## config.mk

```make
export PLATFORM = sky130hd
export DESIGN_NAME = kfci_fifo
export DESIGN_NICKNAME = d
export VERILOG_FILES = /design/src/rtl/core/kfci_pkg.sv /design/src/rtl/core/kfci_fifo.sv
export SDC_FILE = /design/constraint.sdc
export NUM_CORES = 1
export LEC_CHECK = 0
export BUFFER_PORTS_ARGS = -buffer_cell sky130_fd_sc_hd__buf_2
export CORE_MARGIN = 8
export CORE_UTILIZATION = 30
export CTS_CLUSTER_SIZE = 12
export DETAILED_ROUTE_END_ITERATION = 7
export PLACE_DENSITY = 0.55
export SLEW_MARGIN = 20
export SYNTH_ARGS = -nofsm -noshare
export SYNTH_HDL_FRONTEND = slang
export SYNTH_SLANG_ARGS = --single-unit
export TNS_END_PERCENT = 5
```

## constraint.sdc

```tcl
create_clock -name clk -period 6.3 [get_ports clk]
set_clock_uncertainty 0.05 [all_clocks]
set_input_delay 0 -clock clk [delete_from_list [all_inputs] [get_ports clk]]
set_output_delay 0 -clock clk [all_outputs]
set_load 0.03 [all_outputs]
```

## src/rtl/core/kfci_pkg.sv

```systemverilog
package kfci_pkg;

    localparam int TABLE_DEPTH = 256;
    localparam int QUEUE_DEPTH = 2;
    localparam int CHANNELS    = 9;
    localparam int TIME_W      = 31;

    localparam logic CMD_LOAD  = 1'b0;
    localparam logic CMD_QUERY = 1'b1;

    localparam logic [2:0] CFG_LOOP_LENGTH = 3'd0;
    localparam logic [2:0] CFG_KEY_COUNT   = 3'd1;
    localparam logic [2:0] CFG_INTERP_MODE = 3'd2;
    localparam logic [2:0] CFG_ENV_ENABLE  = 3'd3;
    localparam logic [2:0] CFG_ALPHA_RATIO = 3'd4;

    localparam logic [15:0] RST_LOOP_LENGTH = 16'd1;
    localparam logic [8:0]  RST_KEY_COUNT   = 9'd2;
    localparam logic        RST_INTERP_MODE = 1'b1;
    localparam logic        RST_ENV_ENABLE  = 1'b0;
    localparam logic [8:0]  RST_ALPHA_RATIO = 9'd256;

    typedef struct packed {
        logic              cmd;
        logic [7:0]        entry_index;
        logic [TIME_W-1:0] time_value;
        logic [7:0]        prim_red;
        logic [7:0]        prim_green;
        logic [7:0]        prim_blue;
        logic [7:0]        prim_alpha;
        logic [7:0]        prim_lod;
        logic [7:0]        env_red;
        logic [7:0]        env_green;
        logic [7:0]        env_blue;
        logic [7:0]        env_alpha;
    } req_t;

    typedef struct packed {
        logic [7:0] out_prim_red;
        logic [7:0] out_prim_green;
        logic [7:0] out_prim_blue;
        logic [7:0] out_prim_alpha;
        logic [7:0] out_prim_lod;
        logic [7:0] out_env_red;
        logic [7:0] out_env_green;
        logic [7:0] out_env_blue;
        logic [7:0] out_env_alpha;
        logic       env_valid;
        logic       index_error;
    } rsp_t;

    typedef struct packed {
        logic [15:0] loop_length;
        logic [8:0]  key_count;
        logic        interp_mode;
        logic        env_enable;
        logic [8:0]  alpha_ratio;
    } cfg_t;

    // Channel k of colors sits at bits [8k+7:8k]: prim red, green, blue,
    // alpha, lod, then env red, green, blue, alpha.
    typedef struct packed {
        logic                  cmd;
        logic [7:0]            entry_index;
        logic [15:0]           time_key;
        logic [8*CHANNELS-1:0] colors;
    } qent_t;

endpackage

```

## src/rtl/core/kfci_fifo.sv

```systemverilog
module kfci_fifo (
    input  logic            clk,
    input  logic            rst_n,
    input  logic            push_valid,
    output logic            push_ready,
    input  kfci_pkg::qent_t push_data,
    output logic            pop_valid,
    input  logic            pop,
    output kfci_pkg::qent_t pop_data
);

    localparam int PW = (kfci_pkg::QUEUE_DEPTH > 1) ? $clog2(kfci_pkg::QUEUE_DEPTH) : 1;
    localparam int NW = $clog2(kfci_pkg::QUEUE_DEPTH + 1);
    localparam logic [PW-1:0] LAST = PW'(kfci_pkg::QUEUE_DEPTH - 1);

    kfci_pkg::qent_t slot_reg [kfci_pkg::QUEUE_DEPTH];
    logic [PW-1:0] wr_ptr_reg, wr_ptr_next;
    logic [PW-1:0] rd_ptr_reg, rd_ptr_next;
    logic [NW-1:0] fill_reg, fill_next;
    logic          do_push;
    logic          do_pop;

    assign push_ready = (fill_reg != NW'(kfci_pkg::QUEUE_DEPTH));
    assign pop_valid  = (fill_reg != '0);
    assign pop_data   = slot_reg[rd_ptr_reg];
    assign do_push    = push_valid && push_ready;
    assign do_pop     = pop && pop_valid;

    always_comb
    begin
        wr_ptr_next = wr_ptr_reg;
        rd_ptr_next = rd_ptr_reg;
        fill_next   = fill_reg;
        if (do_push)
        begin
            wr_ptr_next = (wr_ptr_reg == LAST) ? '0 : wr_ptr_reg + PW'(1);
        end
        if (do_pop)
        begin
            rd_ptr_next = (rd_ptr_reg == LAST) ? '0 : rd_ptr_reg + PW'(1);
        end
        if (do_push && !do_pop)
        begin
            fill_next = fill_reg + NW'(1);
        end
        else if (do_pop && !do_push)
        begin
            fill_next = fill_reg - NW'(1);
        end
    end

    always_ff @(posedge clk or negedge rst_n)
    begin
        if (!rst_n)
        begin
            wr_ptr_reg <= '0;
            rd_ptr_reg <= '0;
            fill_reg   <= '0;
        end
        else
        begin
            wr_ptr_reg <= wr_ptr_next;
            rd_ptr_reg <= rd_ptr_next;
            fill_reg   <= fill_next;
        end
    end

    always_ff @(posedge clk)
    begin
        if (do_push)
        begin
            slot_reg[wr_ptr_reg] <= push_data;
        end
    end

endmodule

```

==> results of run 1 <==
==> critical path, stage by stage (launching register included) <==
cell     delay (ns)
dfrtp_4        0.93
buf_4          0.66
mux2_2         0.41
buf_2          0.19
==> power by group <==
part	internal, µW	switching [µW]	total [µW]	leakage (µW)
Clock	558	489	1050	0.000276
Sequential	1800	141	1940	0.00185
Combinational	620	1080	1700	0.00174
==> routing by layer <==
layer / vias to the layer above / track usage
met1: 1993 / 0.1229
met4: 0 / 0.04121
li1: 1897 / -
met5: - / 0
met3: 15 / 0.03672
met2: 125 / 0.1889
==> cell type report <==
type / count / area, µm²
multi-input combinational: 110 / 1270
antenna: 2 / 5.005
timing repair buffer: 304 / 2037
tap: 324 / 405.4
clock inverter: 14 / 142.6
fill: 2179 / 13810
inverter: 1 / 3.754
clock buffer: 18 / 429.2
sequential: 198 / 5929
==> kinds of logic after synthesis <==
group | Yosys count | share of synthesized area
buf+inv | 12 | 0.01153
flops | 198 | 0.8154
fa+ha+maj | 1 | 0.001721
xor+xnor | 5 | 0.006027
mux | 97 | 0.1606
simple gates | 7 | 0.004651
==> how the worst max path moves through the flow <==
stage	endpoint	cells after the start	slack (ns)
2_1_floorplan	slot_reg[0][0]	3	0.77
6_report	pop_data[83]	3	3.60
5_1_grt	pop_data[83]	3	3.37
4_1_cts	pop_data[83]	3	3.46
3_5_place_dp	slot_reg[0][69]	5	3.73
3_3_place_gp	slot_reg[0][74]	5	3.80
==> per-stage QoR <==
step           utilization  worst slack (ns)  hold WS, ns  instance area, µm²  total power [µW]
2_1_floorplan            -            0.7672      -0.3456                7267              3207
5_1_grt             0.4252             3.373       0.2210               10220              4929
4_1_cts             0.4251             3.459       0.2146               10220              4778
3_5_place_dp        0.3593             3.730      -0.2324                8635              3665
3_3_place_gp        0.3593             3.798      -0.2397                8635              3636
6_report            0.4253             3.600       0.2449               10220              4688
==> placed cells by master, fill, tap and decap left out, types with 3 or more instances in the layout <==
cell	netlist	final
mux2_2	77	77
dfrtp_1	4	3
buf_4	0	4
clkbuf_16	0	17
inv_8	0	4
clkinv_4	0	4
mux2_4	20	20
buf_2	7	199
dlygate4sd3_1	0	101
edfxtp_1	194	194
xnor2_1	3	3
==> flow_metrics.env, run 1 <==
export IMPL_core_um2=24030
export IMPL_power_leakage_uw=0.003863
export IMPL_dieHeight_um=171.6
export IMPL_post_place_cells=836
export IMPL_maxSlewViolCount=0
export IMPL_largest_register_ffs=194
export IMPL_async_reset_ff_frac=0.02020
export IMPL_antenna_found_initial=1
export IMPL_insertion_delay_ns=0.42
export IMPL_instances_no_fill=971
export IMPL_routed_wl_um=15870
export IMPL_synth_area_leaders="edfxtp_1, mux2_2, mux2_4, dfrtp_1, buf_6"
export IMPL_fin_nets=734
export IMPL_initial_core_util=0.3024
export IMPL_cts_resized=0
export IMPL_cts_tree="done"
export IMPL_overflow=0
export IMPL_yosys_warnings=0
export IMPL_finalHoldViolations=0
export IMPL_hp_class="primary input to register"
export IMPL_status="complete, no violations"
export IMPL_via_per_inst=4.150
export IMPL_yosysTopAreaCell="edfxtp_1"
export IMPL_dr_pass1_iters=4
export IMPL_final_setup_viol_count=0
export IMPL_fp_dieW_um=171.6
export IMPL_ir_worst_vdd_v=0.0002408
export IMPL_drv_cap=0
export IMPL_cp_arrival_ns=2.65
export IMPL_synth_edf_count=194
export IMPL_path_max_fanout=54
export IMPL_wl_met3_um=1092
export IMPL_top_layer_used="met4"
export IMPL_post_cts_setup_buffer_count=0
export IMPL_crit_path_end_kind="output port"
export IMPL_floorplan_die_area_um2=29460
export IMPL_syn2layout_area_growth_pct=40.67
export IMPL_worstSetupPathType="register to output port"
export IMPL_synth_ff_type="edfxtp_1"
export IMPL_fin_crit_ns=2.700
export IMPL_hold_end="slot_reg[1][30]"
export IMPL_clk_pin_slew_ns=0.08
export IMPL_syn_avg_cell_area_um2=22.71
export IMPL_gp_congestion=0.6945
export IMPL_synth_most_common_cell="edfxtp_1"
export IMPL_h_tree_depth=4
export IMPL_drtIter0Drc=160
export IMPL_numCtsBuffers=17
export IMPL_tns_ns=0
export IMPL_top_level_ports=200
export IMPL_rows=57
export IMPL_grt_pass1_wl_um=24560
export IMPL_vias=4030
export IMPL_netlist_area_um2=7267
export IMPL_critPathLaunch="rd_ptr_reg"
export IMPL_grt_pass1_vias=4706
export IMPL_dp_hpwl_um=10380
export IMPL_wl_per_cell_um=16.34
export IMPL_start_kind="register"
export IMPL_synth_cells=320
export IMPL_synthTopCellsByCount="edfxtp_1, mux2_2, mux2_4"
export IMPL_reg2reg_depth=5
export IMPL_timing_rr_end="slot_reg[0][69]"
export IMPL_r2r_start="fill_reg[0]"
export IMPL_hold_depth=2
export IMPL_fin_crit_sh=0.4286
export IMPL_synth_seq_cells=198
export IMPL_drt_met1_wl_um=6503
export IMPL_grt_setup_unrepaired="no"
export IMPL_worst_pin_slew_ns=0.8202
export IMPL_relSlewSlack=0.4532
export IMPL_power_density_nw_per_um2=458.6
export IMPL_grt_max_degree=55
export IMPL_cts_root_buf="clkbuf_16"
export IMPL_yosys_area_top_type_share=0.8017
export IMPL_rrSetupSlack_ns=3.76
export IMPL_drc=0
export IMPL_syn_num_nets=422
export IMPL_fmax_mhz=370.3
export IMPL_cts_buffer_depth=2
export IMPL_final_antenna_net_count=0
export IMPL_io_buffers=199
export IMPL_cts_hold_buf=101
export IMPL_min_delay_start="push_data[30]"
export IMPL_cp_required_ns=6.25
export IMPL_grtUsageTotal=0.1091
export IMPL_route_met2_wl_um=8071
export IMPL_numClockSinks=198
export IMPL_drive_above_1_share=0.5178
export IMPL_synth_seq_area_share=0.8154
export IMPL_synth_cell_type_count=15
(Power assumes the default switching activity.)
==> run 2, diff against run 1 <==
Settings changed: ABC_AREA set to 1, PLACE_DENSITY 0.55 to 0.56.
Clock period 6.3 ns to 2.4 ns, I/O delays scaled along.
==> run 2 against run 1 <==
Effect of this change:
- flip-flop and latch count unchanged
- power grew to 2.7 times the previous value
- clock power rose to 2.6 times the previous value
- sequential power grew to 2.5 times the previous value
- wire length increased by 11%
- core utilization grew 0.17 points
- combinational power grew to 3.1 times the previous value
- critical path depth up 2
- setup slack got worse by 3.0 ns
- largest power group is now combinational logic
- sequential share of layout area down 0.23 points
- count of clock-buffer cells in the layout decreased by 1
==> flow_metrics.env, run 2 <==
export IMPL_yosys_area_top_type_share=0.8010
export IMPL_yosysTopAreaCell="edfxtp_1"
export IMPL_drv_cap=0
export IMPL_largest_register_ffs=194
export IMPL_layout_common_cells="nand2_1, buf_2, edfxtp_1"
export IMPL_dr_pass1_iters=5
export IMPL_antenna_cells=0
export IMPL_drtIter0Drc=278
export IMPL_synth_top_family_by_area="simple AND/OR/NAND/NOR gates"
export IMPL_cp_arrival_ns=1.79
export IMPL_grtUsageTotal=0.1176
export IMPL_numCtsBuffers=17
export IMPL_rows=57
export IMPL_post_route_util=0.4270
export IMPL_synth_area_mux_share=0
export IMPL_grt_pass1_vias=5085
export IMPL_cp_required_ns=2.35
export IMPL_synthSimpleGateAreaFrac=0.1586
export IMPL_dp_hpwl_um=10400
export IMPL_power_density_nw_per_um2=1248
export IMPL_fp_dieW_um=171.7
export IMPL_drc=0
export IMPL_multiInputGateArea_um2=1214
export IMPL_synth_xor_area_share=0.002408
export IMPL_synthTopCellsByCount="nand2_1, edfxtp_1, buf_2"
export IMPL_final_antenna_net_count=0
export IMPL_wl_per_cell_um=15.00
export IMPL_grt_setup_unrepaired="no"
export IMPL_worstSetupPathType="register to output port"
export IMPL_drive_above_1_share=0.2825
export IMPL_fin_nets=942
export IMPL_clk_pin_slew_ns=0.07
export IMPL_fin_crit_sh=0.7663
export IMPL_synth_compound_area_frac=0
export IMPL_instances_no_fill=1177
export IMPL_fin_crit_ns=1.839
export IMPL_maxSlewViolCount=0
export IMPL_start_kind="register"
export IMPL_relSlewSlack=0.6931
export IMPL_floorplan_die_area_um2=29480
export IMPL_antenna_found_initial=0
export IMPL_vias=4904
export IMPL_insertion_delay_ns=0.42
export IMPL_grt_pass1_wl_um=26320
export IMPL_syn2layout_area_growth_pct=41.11
export IMPL_post_cts_setup_buffer_count=0
export IMPL_power_uw=12810
export IMPL_async_reset_ff_frac=0.02020
export IMPL_grt_max_degree=99
export IMPL_gp_congestion=0.6863
export IMPL_io_buffers=199
export IMPL_synth_cell_type_count=14
export IMPL_placed_area_um2=8701
export IMPL_finalHoldViolations=0
export IMPL_syn_num_nets=637
export IMPL_synth_fa_ha_area_frac=0.001720
export IMPL_synth_seq_cells=198
export IMPL_synth_area_leaders="edfxtp_1, nand2_1, dfrtp_1, buf_2, buf_6"
export IMPL_cts_tree="done"
export IMPL_ir_worst_vdd_v=0.0005789
export IMPL_core_um2=24030
export IMPL_seqCellArea_um2=5929
export IMPL_power_leakage_uw=0.004350
export IMPL_post_place_cells=1044
export IMPL_syn_avg_cell_area_um2=13.59
export IMPL_path_max_fanout=68
export IMPL_nFillCells=2218
export IMPL_overflow=0
export IMPL_synth_edf_count=194
export IMPL_crit_path_end_kind="output port"
export IMPL_top_level_ports=200
export IMPL_routed_wl_um=17660
export IMPL_synth_most_common_cell="nand2_1"
export IMPL_yosys_warnings=0
export IMPL_design_area_um2=10260
export IMPL_layout_commonest_cell="nand2_1"
export IMPL_netlist_area_um2=7273
export IMPL_via_per_inst=4.167
export IMPL_worst_pin_slew_ns=0.4604
export IMPL_hp_class="primary input to register"
export IMPL_cts_root_buf="clkbuf_16"
export IMPL_synth_cells=535
export IMPL_whs_ns=0.2494
export IMPL_synth_seq_area_share=0.8147
export IMPL_final_setup_viol_count=0
export IMPL_status="complete, no violations"
export IMPL_initial_core_util=0.3026
export IMPL_numClockSinks=198
export IMPL_h_tree_depth=4
export IMPL_synth_ff_type="edfxtp_1"
export IMPL_fmax_mhz=543.7
export IMPL_dieHeight_um=171.7
export IMPL_cts_buffer_depth=2
run 2: cell types whose count changed in the layout (fill, tap and decap cells not counted), moves of 4 or more:
cell / previous run / this run
mux2_2: 77 / 0
inv_1: 1 / 5
nand2_1: 2 / 299
mux2_4: 20 / 0
buf_12: 0 / 6
inv_6: 1 / 5
run 2: logic make-up (layout without fill, tap and decap cells):
family	Yosys count	count (layout)
adder cells (fa/ha/maj)	1	1
AND/OR/NAND/NOR	306	306
buffers and inverters	28	346
XOR/XNOR	2	2
flip-flops	198	198
run 2: timing repair:
item	in CTS	in global routing
endpoints found under the hold margin	201	0
resized for setup	0	0
hold buffers	101	0
run 2: layout make-up:
class                   instances  share of cell area
flip-flops and latches        198              0.5777
repair buffers                307              0.2080
multi-input cells             309              0.1182
clock buffers                  17             0.04145
well taps                     324             0.03950
clock inverters                15             0.01231
inverters                       7            0.002804
run 2: through the flow:
stage	setup slack, ns	TNS [ns]
6_report	0.5608	0
5_1_grt	0.4166	0
3_3_place_gp	0.9311	0
2_1_floorplan	-0.1737	-31.74
4_1_cts	0.5020	0
3_5_place_dp	0.9193	0
run 2: worst paths after layout:
| path | startpoint | end | slack, ns | cells after the start |
|---|---|---|---|---|
| hold reg to reg | fill_reg[0] | fill_reg[0] | 0.47 | 1 |
| hold / removal | push_data[62] | slot_reg[0][62] | 0.25 | 2 |
| setup / recovery | rd_ptr_reg | pop_data[90] | 0.56 | 5 |
| setup reg to reg | fill_reg[0] | slot_reg[0][7] | 0.92 | 5 |
| min in group asynchronous | rst_n | fill_reg[0] | 0.46 | 3 |
| max in group asynchronous | rst_n | rd_ptr_reg | 1.63 | 3 |
run 2: critical path, cell delays in order (launching register included):
cell and delay (ns):
dfrtp_4 0.51, inv_4 0.14, buf_12 0.31, nand2_1 0.09, nand2_1 0.09, buf_2 0.20
run 2: where the power goes:
| part | leakage [µW] | switching, µW | internal, µW |
|---|---|---|---|
| combinational | 0.00223 | 3870 | 1340 |
| sequential | 0.00185 | 185 | 4720 |
| clock | 0.000271 | 1250 | 1440 |
| total | 0.00435 | 5310 | 7500 |
run 2: routing by layer:
layer / part of all wire / wire length (µm) / up-vias / track usage
met5: 0 / 0 / - / 0
met4: 0.015 / 271 / 0 / 0.04234
met1: 0.41 / 7257 / 2301 / 0.1345
li1: - / - / 2409 / -
met3: 0.082 / 1442 / 16 / 0.03305
met2: 0.49 / 8684 / 178 / 0.2070
==> run 3, diff against run 2 <==
Settings changed: ABC_AREA 1 to 0, PLACE_DENSITY 0.56 to 0.55.
Clock period 2.4 ns to 1.8 ns, I/O delays scaled along.
==> run 3 against run 2 <==
Effect of this change:
- global-route usage fell by 0.93 points
- core utilization rose by 2.0 points
- sequential share of layout area fell by 2.5 points
- sequential power rose by 34%
- first-iteration DRC count fell by 42%
- critical endpoint is now pop_data[0]
- highest routed layer is now met5
==> flow_metrics.env, run 3 (synthesis gave the netlist of run 1 again) <==
export IMPL_fin_nets=751
export IMPL_cts_root_buf="clkbuf_16"
export IMPL_h_tree_depth=4
export IMPL_routed_wl_um=17520
export IMPL_multiInputGateArea_um2=1285
export IMPL_vias=4131
export IMPL_nFillCells=2096
export IMPL_relSlewSlack=0.8269
export IMPL_rrSetupSlack_ns=0.21
export IMPL_layout_commonest_cell="edfxtp_1"
export IMPL_grt_setup_unrepaired="yes"
export IMPL_numClockSinks=198
export IMPL_reg2reg_depth=6
export IMPL_dieHeight_um=171.6
export IMPL_post_place_cells=840
export IMPL_antenna_cells=0
export IMPL_grt_pass1_vias=4623
export IMPL_power_uw=17790
export IMPL_p_int_uw=11500
export IMPL_combPwrFrac=0.423
export IMPL_worst_pin_slew_ns=0.2596
export IMPL_ir_worst_vdd_v=0.0007437
export IMPL_p_seq_frac=0.368
export IMPL_power_density_nw_per_um2=1657
export IMPL_hp_class="primary input to register"
export IMPL_final_antenna_net_count=0
export IMPL_io_buffers=199
export IMPL_instances_no_fill=986
export IMPL_fmax_mhz=564.4
export IMPL_crit_path_end_kind="output port"
export IMPL_min_delay_start="push_data[66]"
export IMPL_r2r_start="fill_reg[0]"
export IMPL_wl_per_cell_um=17.76
export IMPL_layout_common_cells="edfxtp_1, buf_2, dlygate4sd3_1"
export IMPL_fin_crit_sh=0.9842
export IMPL_drtIter0Drc=161
export IMPL_p_clk_frac=0.209
export IMPL_post_route_util=0.4467
export IMPL_design_area_um2=10740
export IMPL_cts_tree="done"
export IMPL_status="complete, no violations"
export IMPL_maxSlewViolCount=0
export IMPL_grt_pass1_wl_um=24450
export IMPL_path_max_fanout=13
export IMPL_cts_buffer_depth=2
export IMPL_final_setup_viol_count=0
export IMPL_overflow=0
export IMPL_swShare=0.3538
export IMPL_top_level_ports=200
export IMPL_power_leakage_uw=0.004083
export IMPL_drc=0
export IMPL_antenna_found_initial=1
export IMPL_core_um2=24030
export IMPL_grtUsageTotal=0.1082
export IMPL_start_kind="register"
export IMPL_finalHoldViolations=0
export IMPL_dp_hpwl_um=10540
export IMPL_via_per_inst=4.190
export IMPL_placed_area_um2=8780
export IMPL_insertion_delay_ns=0.41
export IMPL_gp_congestion=0.7323
export IMPL_initial_core_util=0.3024
export IMPL_cp_required_ns=1.75
export IMPL_drv_cap=0
export IMPL_fin_crit_ns=1.772
export IMPL_hold_depth=2
export IMPL_grt_max_degree=53
export IMPL_fp_dieW_um=171.6
export IMPL_dr_pass1_iters=4
export IMPL_syn2layout_area_growth_pct=47.73
export IMPL_hold_end="slot_reg[1][66]"
export IMPL_drive_above_1_share=0.5332
export IMPL_largest_register_ffs=194
export IMPL_timing_rr_end="fill_reg[1]"
export IMPL_numCtsBuffers=17
export IMPL_clk_pin_slew_ns=0.07
export IMPL_seqCellArea_um2=5929
export IMPL_critPathLaunch="rd_ptr_reg"
export IMPL_floorplan_die_area_um2=29460
export IMPL_power_switching_uw=6296
export IMPL_cp_arrival_ns=1.72
export IMPL_worstSetupPathType="register to output port"
export IMPL_rows=57
[run 3: cell count changes in the layout (fill, tap and decap cells not counted), sizes merged, moves of 3 or more]
cell and change:
clkinv -3, inv -8, clkbuf +5, nand2 -299
buf +10, clkinvlp +3, mux2 +97
[run 3: worst max-delay path by stage]
stage	end	slack, ns	cells past startpoint
2_1_floorplan	slot_reg[0][0]	-0.79	3
3_3_place_gp	fill_reg[1]	0.30	6
3_5_place_dp	fill_reg[1]	0.25	5
4_1_cts	pop_data[43]	-0.05	3
5_1_grt	pop_data[36]	-0.03	4
6_report	pop_data[0]	0.03	4
[run 3: per-stage QoR]
stage	hold WS [ns]	TNS [ns]	worst slack [ns]
2_1_floorplan	-0.3456	-129.42	-0.7854
3_3_place_gp	-0.2428	0	0.2962
3_5_place_dp	-0.2397	0	0.2504
4_1_cts	0.2284	-0.7950	-0.04701
5_1_grt	0.2316	-1.385	-0.03148
6_report	0.2542	0	0.02835
[run 3: critical path: stages (launching register included)]
cell     delay, ns
dfrtp_4       0.51
buf_12        0.16
buf_16        0.15
mux2_2        0.30
buf_2         0.19
[run 3: cell type report]
class                           instances  share of cell area
Clock buffer                           18             0.03998
Inverter                                1           0.0003497
Clock inverter                         14             0.01387
Tap cell                              324             0.03776
Multi-Input combinational cell        110              0.1197
Sequential cell                       198              0.5523
Timing Repair Buffer                  321              0.2360
[run 3: metal layers]
layer  routed length (µm)  GRT usage  share of wire
met2                 8783     0.1844           0.50
met3                 1137    0.03810          0.065
met4                  178    0.03403          0.010
met5                   13          0        0.00074
met1                 7403     0.1261           0.42
[run 3: power groups by stage]
stage	combinational (µW)	sequential [µW]	clock (µW)
after floorplan	4570	6600	0
after global routing	7980	6640	4020
after global placement	6360	6600	0
after CTS	6600	6560	3840
final	7530	6550	3720
after detailed placement	6410	6660	0
[run 3: timing repair]
item,in CTS,in global routing
gates resized for setup,0,65
hold buffers,101,0
endpoints found under the hold margin,200,0
cloned,0,10
setup buffers,0,3
endpoints found under the setup margin,59,91
