<file path="config.mk">
export PLATFORM = sky130hd
export DESIGN_NAME = kfci_front
export DESIGN_NICKNAME = d
export VERILOG_FILES = /design/src/rtl/core/kfci_pkg.sv /design/src/rtl/core/kfci_front.sv
export SDC_FILE = /design/constraint.sdc
export NUM_CORES = 1
export LEC_CHECK = 0
export ABC_AREA = 1
export BUFFER_PORTS_ARGS = -buffer_cell sky130_fd_sc_hd__buf_2
export CAP_MARGIN = 30
export CORE_ASPECT_RATIO = 1.5
export CORE_MARGIN = 1.5
export CORE_UTILIZATION = 51
export CTS_CLUSTER_SIZE = 30
export DETAILED_ROUTE_END_ITERATION = 10
export PLACE_DENSITY = 0.86
export SYNTH_ARGS = -nofsm -noshare
export SYNTH_HDL_FRONTEND = slang
export SYNTH_SLANG_ARGS = --single-unit
</file>
<file path="constraint.sdc">
create_clock -name clk -period 7.24 [get_ports clk]
set_clock_uncertainty 0.05 [all_clocks]
set_input_delay 1.81 -clock clk [delete_from_list [all_inputs] [get_ports clk]]
set_output_delay 1.81 -clock clk [all_outputs]
set_load 0.005 [all_outputs]
</file>
<file path="src/rtl/core/kfci_pkg.sv">
package kfci_pkg;

    localparam int TABLE_DEPTH = 256;
    localparam int QUEUE_DEPTH = 2;
    localparam int CHANNELS    = 9;
    localparam int TIME_W      = 31;

    localparam logic CMD_LOAD  = 1'b0;
    localparam logic CMD_QUERY = 1'b1;

    localparam logic [2:0] CFG_LOOP_LENGTH = 3'd0;
    localparam logic [2:0] CFG_KEY_COUNT   = 3'd1;
    localparam logic [2:0] CFG_INTERP_MODE = 3'd2;
    localparam logic [2:0] CFG_ENV_ENABLE  = 3'd3;
    localparam logic [2:0] CFG_ALPHA_RATIO = 3'd4;

    localparam logic [15:0] RST_LOOP_LENGTH = 16'd1;
    localparam logic [8:0]  RST_KEY_COUNT   = 9'd2;
    localparam logic        RST_INTERP_MODE = 1'b1;
    localparam logic        RST_ENV_ENABLE  = 1'b0;
    localparam logic [8:0]  RST_ALPHA_RATIO = 9'd256;

    typedef struct packed {
        logic              cmd;
        logic [7:0]        entry_index;
        logic [TIME_W-1:0] time_value;
        logic [7:0]        prim_red;
        logic [7:0]        prim_green;
        logic [7:0]        prim_blue;
        logic [7:0]        prim_alpha;
        logic [7:0]        prim_lod;
        logic [7:0]        env_red;
        logic [7:0]        env_green;
        logic [7:0]        env_blue;
        logic [7:0]        env_alpha;
    } req_t;

    typedef struct packed {
        logic [7:0] out_prim_red;
        logic [7:0] out_prim_green;
        logic [7:0] out_prim_blue;
        logic [7:0] out_prim_alpha;
        logic [7:0] out_prim_lod;
        logic [7:0] out_env_red;
        logic [7:0] out_env_green;
        logic [7:0] out_env_blue;
        logic [7:0] out_env_alpha;
        logic       env_valid;
        logic       index_error;
    } rsp_t;

    typedef struct packed {
        logic [15:0] loop_length;
        logic [8:0]  key_count;
        logic        interp_mode;
        logic        env_enable;
        logic [8:0]  alpha_ratio;
    } cfg_t;

    // Channel k of colors sits at bits [8k+7:8k]: prim red, green, blue,
    // alpha, lod, then env red, green, blue, alpha.
    typedef struct packed {
        logic                  cmd;
        logic [7:0]            entry_index;
        logic [15:0]           time_key;
        logic [8*CHANNELS-1:0] colors;
    } qent_t;

endpackage

</file>
<file path="src/rtl/core/kfci_front.sv">
module kfci_front (
    input  logic            clk,
    input  logic            rst_n,
    input  logic            req_valid,
    output logic            req_stall,
    input  kfci_pkg::req_t  req,
    input  logic [15:0]     loop_length,
    output logic            push_valid,
    input  logic            push_ready,
    output kfci_pkg::qent_t push_data
);

    localparam logic [4:0] DIV_LAST = 5'(kfci_pkg::TIME_W - 1);

    typedef enum logic [2:0] {
        F_IDLE = 3'b001,
        F_DIV  = 3'b010,
        F_PUSH = 3'b100
    } fstate_t;

    fstate_t         state_reg, state_next;
    kfci_pkg::qent_t ent_reg, ent_next;
    logic [kfci_pkg::TIME_W-1:0] dvd_reg, dvd_next;
    logic [15:0]     rem_reg, rem_next;
    logic [15:0]     len_reg, len_next;
    logic [4:0]      bit_reg, bit_next;
    logic [16:0]     trial;

    always_comb
    begin
        state_next = state_reg;
        ent_next   = ent_reg;
        dvd_next   = dvd_reg;
        rem_next   = rem_reg;
        len_next   = len_reg;
        bit_next   = bit_reg;
        trial      = {rem_reg, dvd_reg[kfci_pkg::TIME_W-1]};
        case (state_reg)
            F_IDLE:
            begin
                if (req_valid)
                begin
                    ent_next.cmd         = req.cmd;
                    ent_next.entry_index = req.entry_index;
                    ent_next.time_key    = req.time_value[15:0];
                    ent_next.colors      = {req.env_alpha, req.env_blue, req.env_green,
                                            req.env_red, req.prim_lod, req.prim_alpha,
                                            req.prim_blue, req.prim_green, req.prim_red};
                    if (req.cmd == kfci_pkg::CMD_QUERY)
                    begin
                        dvd_next   = req.time_value;
                        rem_next   = '0;
                        len_next   = (loop_length == 16'd0) ? 16'd1 : loop_length;
                        bit_next   = DIV_LAST;
                        state_next = F_DIV;
                    end
                    else
                    begin
                        state_next = F_PUSH;
                    end
                end
            end
            F_DIV:
            begin
                if (trial >= {1'b0, len_reg})
                begin
                    rem_next = 16'(trial - {1'b0, len_reg});
                end
                else
                begin
                    rem_next = trial[15:0];
                end
                dvd_next = {dvd_reg[kfci_pkg::TIME_W-2:0], 1'b0};
                bit_next = bit_reg - 5'd1;
                if (bit_reg == 5'd0)
                begin
                    ent_next.time_key = rem_next;
                    state_next        = F_PUSH;
                end
            end
            F_PUSH:
            begin
                if (push_ready)
                begin
                    state_next = F_IDLE;
                end
            end
            default:
            begin
                state_next = F_IDLE;
            end
        endcase
    end

    assign req_stall  = (state_reg != F_IDLE);
    assign push_valid = (state_reg == F_PUSH);
    assign push_data  = ent_reg;

    always_ff @(posedge clk or negedge rst_n)
    begin
        if (!rst_n)
        begin
            state_reg <= F_IDLE;
        end
        else
        begin
            state_reg <= state_next;
        end
    end

    always_ff @(posedge clk)
    begin
        ent_reg <= ent_next;
        dvd_reg <= dvd_next;
        rem_reg <= rem_next;
        len_reg <= len_next;
        bit_reg <= bit_next;
    end

endmodule

</file>
==> flow_summary.yaml, run 1 <==
logic_synthesis:
  yosys.area.top_type_share_pct: 66.4
  syn_area_per_cell_um2: 11.1
  synthesis.area_mm2: 0.00746
  synth_edf_count: 165
  yosysUniqueCellTypes: 38
  synth_area_leaders: "edfxtp_1, nand2_1, inv_1"
  async_reset_ff_share_pct: 1.79
  synth_flop_cell: "edfxtp_1"
  yosysMostFrequentCell: "nand2_1"
  synthTopCellsByCount: "nand2_1, edfxtp_1, inv_1"
  netlist_instances: 670
  ys_seq_elements: 168
  synth.largest_area_cell: "edfxtp_1"
  synth_fp_nets: 821
  ys_seq_area_share_pct: 67.4
  ys_warn_count: 0
clock_network:
  clk_pin_slew_ns: 0.07
  tritoncts: "yes"
  htreeDepth: 4
  cts-root-buf: "clkbuf_16"
  cts_buffers: 17
  postCtsSetupBuffers: 0
  insertion_delay_ns: 0.43
  clockBufferDepth: 2
  cts.sinks: 168
  cts-resized-gates: 0
  hold_buffers: 0
setup_path:
  cp_data_arrival_time_ns: 1.66
  startpoint_type: "flop"
  rrSetupSlack_ns: 4.72
  cp_slowest_cell: "dfstp_2"
  path_cells: "inv_1 -> nor3_1 -> inv_1 -> buf_2"
  required_ns: 5.38
  crit_path_max_fanout: 3
  endpoint_kind: "output port"
  path_common_cell: "inv_1"
  crit_type: "flop to output port"
  cpPeakStageDelay_ns: 0.56
cells_and_area:
  final_cells: 1108
  final_core_util_pct: 65.5
  drive_above_1_share_pct: 33.7
  nets: 1044
  syn_to_final_growth_pct: 26.3
  largest_reg_flops: 97
die:
  io_pins: 231
  die_w_um: 102
  core_area_mm2: 0.0144
  die_height_um: 151
  core.rowCount: 54
  design.die.area_mm2: 0.0154
  initial_core_util_pct: 51.8
detailed_routing:
  drt_iter0_drc: 317
  drt-pass1-iter-count: 5
  postRouteAntennaNets: 0
  via_count: 5424
  route.detailed.drc: 0
  wl_um: 18200
  post_drt_wl_per_cell_um: 16.4
  viasPerCell: 4.90
placed_design:
  io_buffers: 230
  place_congestion: 0.985
  dp_slack_ns: 3.66
  post-dp-hpwl_um: 14000
  placed_cells: 1070
global_routing:
  grt_usage_pct: 24.7
  grt_pass1_wl_um: 27000
  grt_max_degree: 82
  first_global_vias: 5378
  grt-ovfl-total: 0
  antenna_found_initial: 4
timing:
  final.period_utilization_pct: 48.7
  drv_slew: 0
  maxSlewHeadroom_pct: 36.7
  rsz0062_at_grt: "no"
  min_period_ns: 3.52
  hold_viol: 0
  fin_hold_ws_ns: 0.473
  max_freq_ghz: 0.284
  finalWorstSetupSlack_ns: 3.72
  max_slew.worst_pin.slew_ns: 0.949
  setup_violations: 0
  setup_tns_ns: 0
outcome:
  status: "completed"
power_and_ir_drop:
  p_per_area_mw_per_mm2: 362
  ir_drop_v: 0.000210
  leakagePower_nw: 4.46
hold_path:
  hold_path_class: "flop to flop"
run:
  cap_violations: 0
==> metrics by stage <==
step	instance area, um2	power, mW
after floorplan	7460	2.14
after global placement	8770	2.47
after detailed placement	8770	2.50
after CTS	9410	3.43
after global routing	9410	3.60
final	9420	3.41
==> final timing paths <==
kind	from	end	cells after the start
setup / recovery	state_reg[0]	req_stall	4
hold / removal	dvd_reg[14]	dvd_reg[15]	2
setup reg to reg	rem_reg[11]	push_data[85]	11
hold reg to reg	dvd_reg[14]	dvd_reg[15]	2
max in group asynchronous	rst_n	state_reg[0]	1
min in group asynchronous	rst_n	state_reg[2]	1
==> cell type report <==
type	count	area [um2]
flip-flops and latches	168	5030
fillers	1091	4970
multi-input cells	373	1940
repair buffers	234	1180
clock buffers	17	425
inverters	99	372
well taps	196	245
clock inverters	15	214
diodes	6	15.0
==> logic make-up after synthesis <==
family | share of synthesized area (%)
xor gates and xnor gates | 0.939
adders and majority gates | 3.29
and+or+nand+nor | 19.9
AOI/OAI and AO/OA | 1.54
DFF | 67.4
buffers and inverters | 6.86
==> power by group <==
part | leakage [nW] | total (mW) | internal, mW | switching, mW
clock | 0.307 | 0.930 | 0.481 | 0.449
combinational | 2.58 | 0.973 | 0.326 | 0.647
sequential | 1.57 | 1.51 | 1.42 | 0.0904
total | 4.46 | 3.41 | 2.23 | 1.19
==> routing by layer <==
layer / vias to the layer above / global-route usage (%) / wire [um]
li1: 2648 / - / -
met1: 2470 / 25.3 / 6250
met3: 49 / 9.74 / 1710
met2: 257 / 41.9 / 9290
met4: 0 / 14.8 / 952
met5: - / 0 / 0
==> layout by cell type, fill, tap and decap left out, types with 4 or more instances in the layout <==
cell       count
a21oi_1       12
buf_2        230
buf_4          4
clkbuf_16     17
clkinv_8       7
diode_2        6
edfxtp_1     165
ha_1          18
inv_1         98
nand2_1      208
nand2_2       14
nand3_1       46
nand3_2       11
nand3b_1       4
nor2_1        20
nor4_1         4
xnor2_1        4
xor2_1         4
==> worst max-delay path: cells and delay by family, from the launching register on <==
kind	cells	cell delay, ns
simple gates	1	0.29
buf+inv	3	0.38
flops	1	0.56
No activity file was read; power rests on OpenSTA's default activity.
==> run 2: changes to the inputs <==
--- a/config.mk
+++ b/config.mk
@@ -5,15 +5,15 @@
 export SDC_FILE = /design/constraint.sdc
 export NUM_CORES = 1
 export LEC_CHECK = 0
-export ABC_AREA = 1
+export ABC_AREA = 0
 export BUFFER_PORTS_ARGS = -buffer_cell sky130_fd_sc_hd__buf_2
 export CAP_MARGIN = 30
 export CORE_ASPECT_RATIO = 1.5
 export CORE_MARGIN = 1.5
-export CORE_UTILIZATION = 51
+export CORE_UTILIZATION = 46
 export CTS_CLUSTER_SIZE = 30
 export DETAILED_ROUTE_END_ITERATION = 10
-export PLACE_DENSITY = 0.86
+export PLACE_DENSITY = 0.83
 export SYNTH_ARGS = -nofsm -noshare
 export SYNTH_HDL_FRONTEND = slang
 export SYNTH_SLANG_ARGS = --single-unit
==> constraint.sdc (replaced) <==
create_clock -name clk -period 3.15 [get_ports clk]
set_clock_uncertainty 0.05 [all_clocks]
set_input_delay 0.7875 -clock clk [delete_from_list [all_inputs] [get_ports clk]]
set_output_delay 0.7875 -clock clk [all_outputs]
set_load 0.005 [all_outputs]
==> run 2 against run 1 <==
Worst setup slack lost 3.3 ns. Critical path depth grew 7. Register-to-register slack lost 4.3 ns. Largest cell class unchanged.
==> flow_summary.yaml, run 2 <==
outcome:
  status: "completed"
cells_and_area:
  drive_above_1_share_pct: 36.8
  final_cells: 969
  largest_reg_flops: 97
  final_common_cell: "buf_2"
  layout_common_cells: "buf_2, edfxtp_1, nand2_1"
  n_antenna_cell: 0
  nets: 908
  final_area_mm2: 0.00900
  syn_to_final_growth_pct: 27.8
detailed_routing:
  postRouteAntennaNets: 0
  viasPerCell: 5.10
  route.detailed.drc: 0
  post_drt_wl_per_cell_um: 17.6
  wl_um: 17100
  drt-pass1-iter-count: 5
  drt_iter0_drc: 267
  via_count: 4941
power_and_ir_drop:
  p_per_area_mw_per_mm2: 829
  p_seq_share_pct: 45.0
  netSwitchingPower_mw: 2.32
  comb_power_share_pct: 27.0
  internal_power_mw: 5.14
  p_sw_share_pct: 31.2
  leakagePower_nw: 3.82
  ir_drop_v: 0.000381
  power.share.clock_pct: 28.0
clock_network:
  clk_pin_slew_ns: 0.07
  postCtsSetupBuffers: 0
  clockBufferDepth: 2
  cts-root-buf: "clkbuf_16"
  htreeDepth: 4
  cts.sinks: 168
  hold_buffers: 0
  tritoncts: "yes"
  cts-resized-gates: 0
  cts_buffers: 17
  insertion_delay_ns: 0.41
setup_path:
  r2r_start: "dvd_reg[30]"
  cp_slowest_cell: "fa_1"
  cp_top_family: "compound AO/OA/AOI/OAI gates"
  path_buf_inv: 2
  endpoint_kind: "flop"
  cpPeakStageDelay_ns: 0.39
  crit_path_max_fanout: 3
  crit_cells: 11
  path_cells: "inv_1 -> ha_1 -> inv_1 -> fa_1 -> a21o_1 -> a221oi_2 -> and4b_1 -> a211oi_2 -> xnor2_1 -> mux2i_1 -> o21ai_1"
  required_ns: 3.26
  startpoint_type: "flop"
  critPathLaunch: "dvd_reg[30]"
  crit_type: "flop to flop"
  path_common_cell: "inv_1"
  worst-r2r-cell-count: 11
  cp_data_arrival_time_ns: 2.85
placed_design:
  io_buffers: 230
  post-dp-hpwl_um: 12900
  placed_cells: 937
  place_congestion: 0.926
  dp_slack_ns: 0.400
  placed_area_mm2: 0.00840
logic_synthesis:
  ys_seq_area_share_pct: 71.5
  syn_area_per_cell_um2: 13.3
  synth_flop_cell: "edfxtp_1"
  synth_area_leaders: "edfxtp_1, nand2_1, ha_1"
  yosysUniqueCellTypes: 52
  synth.largest_area_cell: "edfxtp_1"
  synth_edf_count: 165
  netlist_instances: 529
  synthesis.area_mm2: 0.00704
  ys_seq_elements: 168
  synthTopCellsByCount: "edfxtp_1, nand2_1, clkbuf_1, inv_1, nor2_1"
  async_reset_ff_share_pct: 1.79
  yosys.area.top_type_share_pct: 70.4
  yosysMostFrequentCell: "edfxtp_1"
  ys_warn_count: 0
  synth_fp_nets: 680
die:
  initial_core_util_pct: 46.9
  die_height_um: 155
  io_pins: 231
  design.die.area_mm2: 0.0161
  core_area_mm2: 0.0150
  die_w_um: 104
  core.rowCount: 55
global_routing:
  grt_pass1_wl_um: 26100
  first_global_vias: 4913
  antenna_found_initial: 0
  grt_max_degree: 64
  grt_usage_pct: 21.8
  grt-ovfl-total: 0
timing:
  hold_viol: 0
  min_period_ns: 2.74
  max_freq_ghz: 0.365
  finalWorstSetupSlack_ns: 0.408
  rsz0062_at_grt: "no"
  final.period_utilization_pct: 87.0
  max_slew.worst_pin.slew_ns: 0.848
  maxSlewHeadroom_pct: 43.5
  drv_slew: 0
  setup_violations: 0
run:
  cap_violations: 0
hold_path:
  hold_path_class: "input port to asynchronous set/reset pin"
## run 2: cell families (layout without fill, tap and decap cells)
logic type / Yosys count / in the layout / synth area share, %
and+or+nand+nor: 188 / 188 / 11.4
DFF: 168 / 168 / 71.5
AOI/OAI and AO/OA: 79 / 79 / 7.57
buffers and inverters: 55 / 296 / 3.39
adders and majority gates: 19 / 19 / 3.48
xor gates and xnor gates: 12 / 12 / 1.49
muxes: 8 / 8 / 1.16
## run 2: metrics by stage
stage	total power [mW]	TNS, ns	hold slack (ns)	util, %
6_report	7.46	0	0.111	60.0
3_5_place_dp	5.41	0	0.452	56.0
2_1_floorplan	4.64	-2.64	0.434	-
4_1_cts	7.52	0	0.0937	60.0
5_1_grt	7.86	0	0.0911	60.0
3_3_place_gp	5.37	0	0.437	56.0
## run 2: power groups by stage
stage	clock network, mW	registers (mW)	logic [mW]
floorplan	0	3.43	1.22
global placement	0	3.39	1.98
detailed placement	0	3.41	2.01
CTS	2.13	3.36	2.02
global route	2.23	3.41	2.23
finish	2.09	3.36	2.02
## run 2: final cells by class
type / count / area, um2
inverter: 23 / 86.3
sequential: 168 / 5030
clock buffer: 18 / 429
tap: 199 / 249
timing repair buffer: 241 / 1250
multi-input combinational: 306 / 1790
clock inverter: 14 / 163
fill: 1247 / 6010
## run 2: worst reg2reg max path, delay by kind of cell, from the launching register on
family | cells | cell delay (ns)
AO/OA/AOI/OAI | 4 | 0.89
multiplexers | 1 | 0.17
flip-flops | 1 | 0.36
buffers and inverters | 2 | 0.13
XOR/XNOR | 1 | 0.08
adder cells (fa/ha/maj) | 2 | 0.54
AND/OR/NAND/NOR | 1 | 0.26
## run 2: worst paths after layout
kind	endpoint	slack, ns
worst max-delay path	push_data[86]	0.41
worst min-delay path	state_reg[2]	0.11
worst max register to register	push_data[86]	0.41
worst min register to register	dvd_reg[11]	0.47
max in group asynchronous	state_reg[0]	2.74
min in group clk	dvd_reg[11]	0.47
## run 2: per-layer routing
layer / up-vias / routed length, um / track usage [%]
met5: - / 0 / 0
met4: 0 / 361 / 7.74
met3: 30 / 1240 / 4.72
met2: 255 / 8760 / 38.1
met1: 2298 / 6710 / 26.7
li1: 2358 / - / -
==> run 3: changes to the inputs <==
--- a/config.mk
+++ b/config.mk
@@ -6,14 +6,13 @@
 export NUM_CORES = 1
 export LEC_CHECK = 0
 export ABC_AREA = 0
-export BUFFER_PORTS_ARGS = -buffer_cell sky130_fd_sc_hd__buf_2
-export CAP_MARGIN = 30
 export CORE_ASPECT_RATIO = 1.5
 export CORE_MARGIN = 1.5
-export CORE_UTILIZATION = 46
+export CORE_UTILIZATION = 55
 export CTS_CLUSTER_SIZE = 30
 export DETAILED_ROUTE_END_ITERATION = 10
-export PLACE_DENSITY = 0.83
+export DONT_BUFFER_PORTS = 1
+export PLACE_DENSITY = 0.79
 export SYNTH_ARGS = -nofsm -noshare
 export SYNTH_HDL_FRONTEND = slang
 export SYNTH_SLANG_ARGS = --single-unit
==> run 3 against run 2 <==
Non-clock buffer count fell by 232. Clock-buffer cell count fell by 1. Utilization rose by 2.2 points. Highest routed layer is now met5. Design area fell by 13%. Sequential power rose by 4%. Critical path depth fell by 1. Worst setup slack got worse by 0.085 ns.
==> flow_summary.yaml, run 3 (same netlist as run 2, synthesis figures left out) <==
placed_design:
  place_congestion: 0.961
  post-dp-hpwl_um: 12000
  io_buffers: 0
setup_path:
  worst-r2r-cell-count: 10
  reg2reg_to: "push_data[84]"
  critPathLaunch: "dvd_reg[30]"
  r2r_start: "dvd_reg[30]"
  cp_data_arrival_time_ns: 3.02
  crit_path_max_fanout: 3
  worstSetupEndpoint: "push_data[84]"
  required_ns: 3.35
  crit_type: "flop to flop"
  startpoint_type: "flop"
  endpoint_kind: "flop"
  rrSetupSlack_ns: 0.32
power_and_ir_drop:
  p_per_area_mw_per_mm2: 909
  ir_drop_v: 0.000435
  p_sw_share_pct: 32.5
  comb_power_share_pct: 22.3
  leakagePower_nw: 2.90
  internal_power_mw: 4.77
  netSwitchingPower_mw: 2.30
  power.share.clock_pct: 28.6
  p_seq_share_pct: 49.2
global_routing:
  antenna_found_initial: 11
  first_global_vias: 4086
  grt_usage_pct: 24.2
  grt_pass1_wl_um: 23200
  grt_max_degree: 83
  grt-ovfl-total: 0
clock_network:
  insertion_delay_ns: 0.43
  cts-root-buf: "clkbuf_16"
  cts.sinks: 168
  cts_buffers: 17
  htreeDepth: 4
  tritoncts: "yes"
  clockBufferDepth: 2
  clk_pin_slew_ns: 0.07
detailed_routing:
  top_layer_used: "met5"
  via_count: 4129
  viasPerCell: 5.89
  drt-pass1-iter-count: 4
  met3_length_um: 1940
  wl_met1_um: 5690
  wl_met2_um: 7890
  drt_iter0_drc: 334
  wl_um: 16100
  route.detailed.drc: 0
  postRouteAntennaNets: 0
  post_drt_wl_per_cell_um: 23.0
cells_and_area:
  nFillCells: 955
  largest_reg_flops: 97
  nets: 676
  final_core_util_pct: 62.2
  layout_common_cells: "edfxtp_1, nand2_1, inv_1"
  syn_to_final_growth_pct: 10.6
  final_common_cell: "edfxtp_1"
  drive_above_1_share_pct: 9.48
die:
  die_w_um: 95.4
  io_pins: 231
  die_height_um: 142
  core_area_mm2: 0.0125
  initial_core_util_pct: 56.3
  core.rowCount: 50
  design.die.area_mm2: 0.0135
outcome:
  status: "completed"
run:
  cap_violations: 0
hold_path:
  hold_path_class: "input port to asynchronous set/reset pin"
timing:
  setup_violations: 0
  rsz0062_at_grt: "no"
  min_period_ns: 2.83
  maxSlewHeadroom_pct: 48.3
  setup_tns_ns: 0
  max_slew.worst_pin.slew_ns: 0.775
  drv_slew: 0
  max_freq_ghz: 0.354
  final.period_utilization_pct: 89.7
  hold_viol: 0
run 3: changes by cell type in the layout (fill, tap and decap cells not counted):
| cell | before | now |
|---|---|---|
| buf_2 | 230 | 0 |
| clkbuf_1 | 1 | 0 |
| inv_8 | 2 | 5 |
| clkinv_8 | 0 | 2 |
| clkinvlp_4 | 2 | 1 |
| clkinv_4 | 3 | 2 |
| bufinv_16 | 2 | 0 |
| dlygate4sd3_1 | 0 | 1 |
| diode_2 | 0 | 7 |
| buf_4 | 10 | 7 |
run 3: worst min-delay path by stage:
| stage | start | endpoint | slack (ns) |
|---|---|---|---|
| finish | rst_n | state_reg[0] | 0.15 |
| floorplan | dvd_reg[9] | dvd_reg[10] | 0.43 |
| CTS | rst_n | state_reg[0] | 0.13 |
| detailed placement | rst_n | state_reg[1] | 0.44 |
| global route | rst_n | state_reg[0] | 0.13 |
| global placement | rst_n | state_reg[2] | 0.44 |
run 3: through the flow:
step	setup slack (ns)	power (mW)	instance area [um2]	instances	hold slack, ns
after global routing	0.194	7.42	7770	698	0.126
final	0.324	7.07	7780	701	0.148
after CTS	0.346	7.12	7760	694	0.134
after floorplan	-0.0508	4.64	7050	529	0.434
after detailed placement	0.364	5.09	7180	661	0.442
after global placement	0.425	5.03	7180	661	0.438
run 3: layout make-up:
type | instances | area [um2] | share of cell area [%]
timing repair buffer | 9 | 82.6 | 1.06
tap | 156 | 195 | 2.51
sequential | 168 | 5030 | 64.6
inverter | 23 | 86.3 | 1.11
antenna | 7 | 17.5 | 0.225
clock buffer | 17 | 425 | 5.47
multi-input combinational | 306 | 1790 | 23.0
clock inverter | 15 | 153 | 1.96
run 3: worst max-delay path: stages, from the launching register on:
cell and delay [ns]:
edfxtp_1 0.37, inv_1 0.09, ha_1 0.17, inv_1 0.06, fa_1 0.40, a21o_1 0.23
a221oi_2 0.38, o31a_1 0.28, nor2_1 0.06, a2111o_1 0.36, o21ai_0 0.20
run 3: timing repair:
item,4_1_cts,5_1_grt
resized for setup,0,0
hold buffers,1,0
setup buffers,0,0
hold endpoints to repair,2,0
run 3: metal layers:
metal,up-vias,global-route usage (%)
li1,1904,-
met1,1957,27.3
met2,216,38.6
met3,44,11.9
met4,8,10.3
met5,-,0
run 3: power by group through the flow:
stage / Combinational (mW) / Sequential (mW) / Clock (mW)
after floorplan: 1.22 / 3.43 / 0
after global placement: 1.53 / 3.50 / 0
after detailed placement: 1.56 / 3.53 / 0
after CTS: 1.58 / 3.48 / 2.05
after global routing: 1.74 / 3.54 / 2.14
final: 1.57 / 3.48 / 2.02
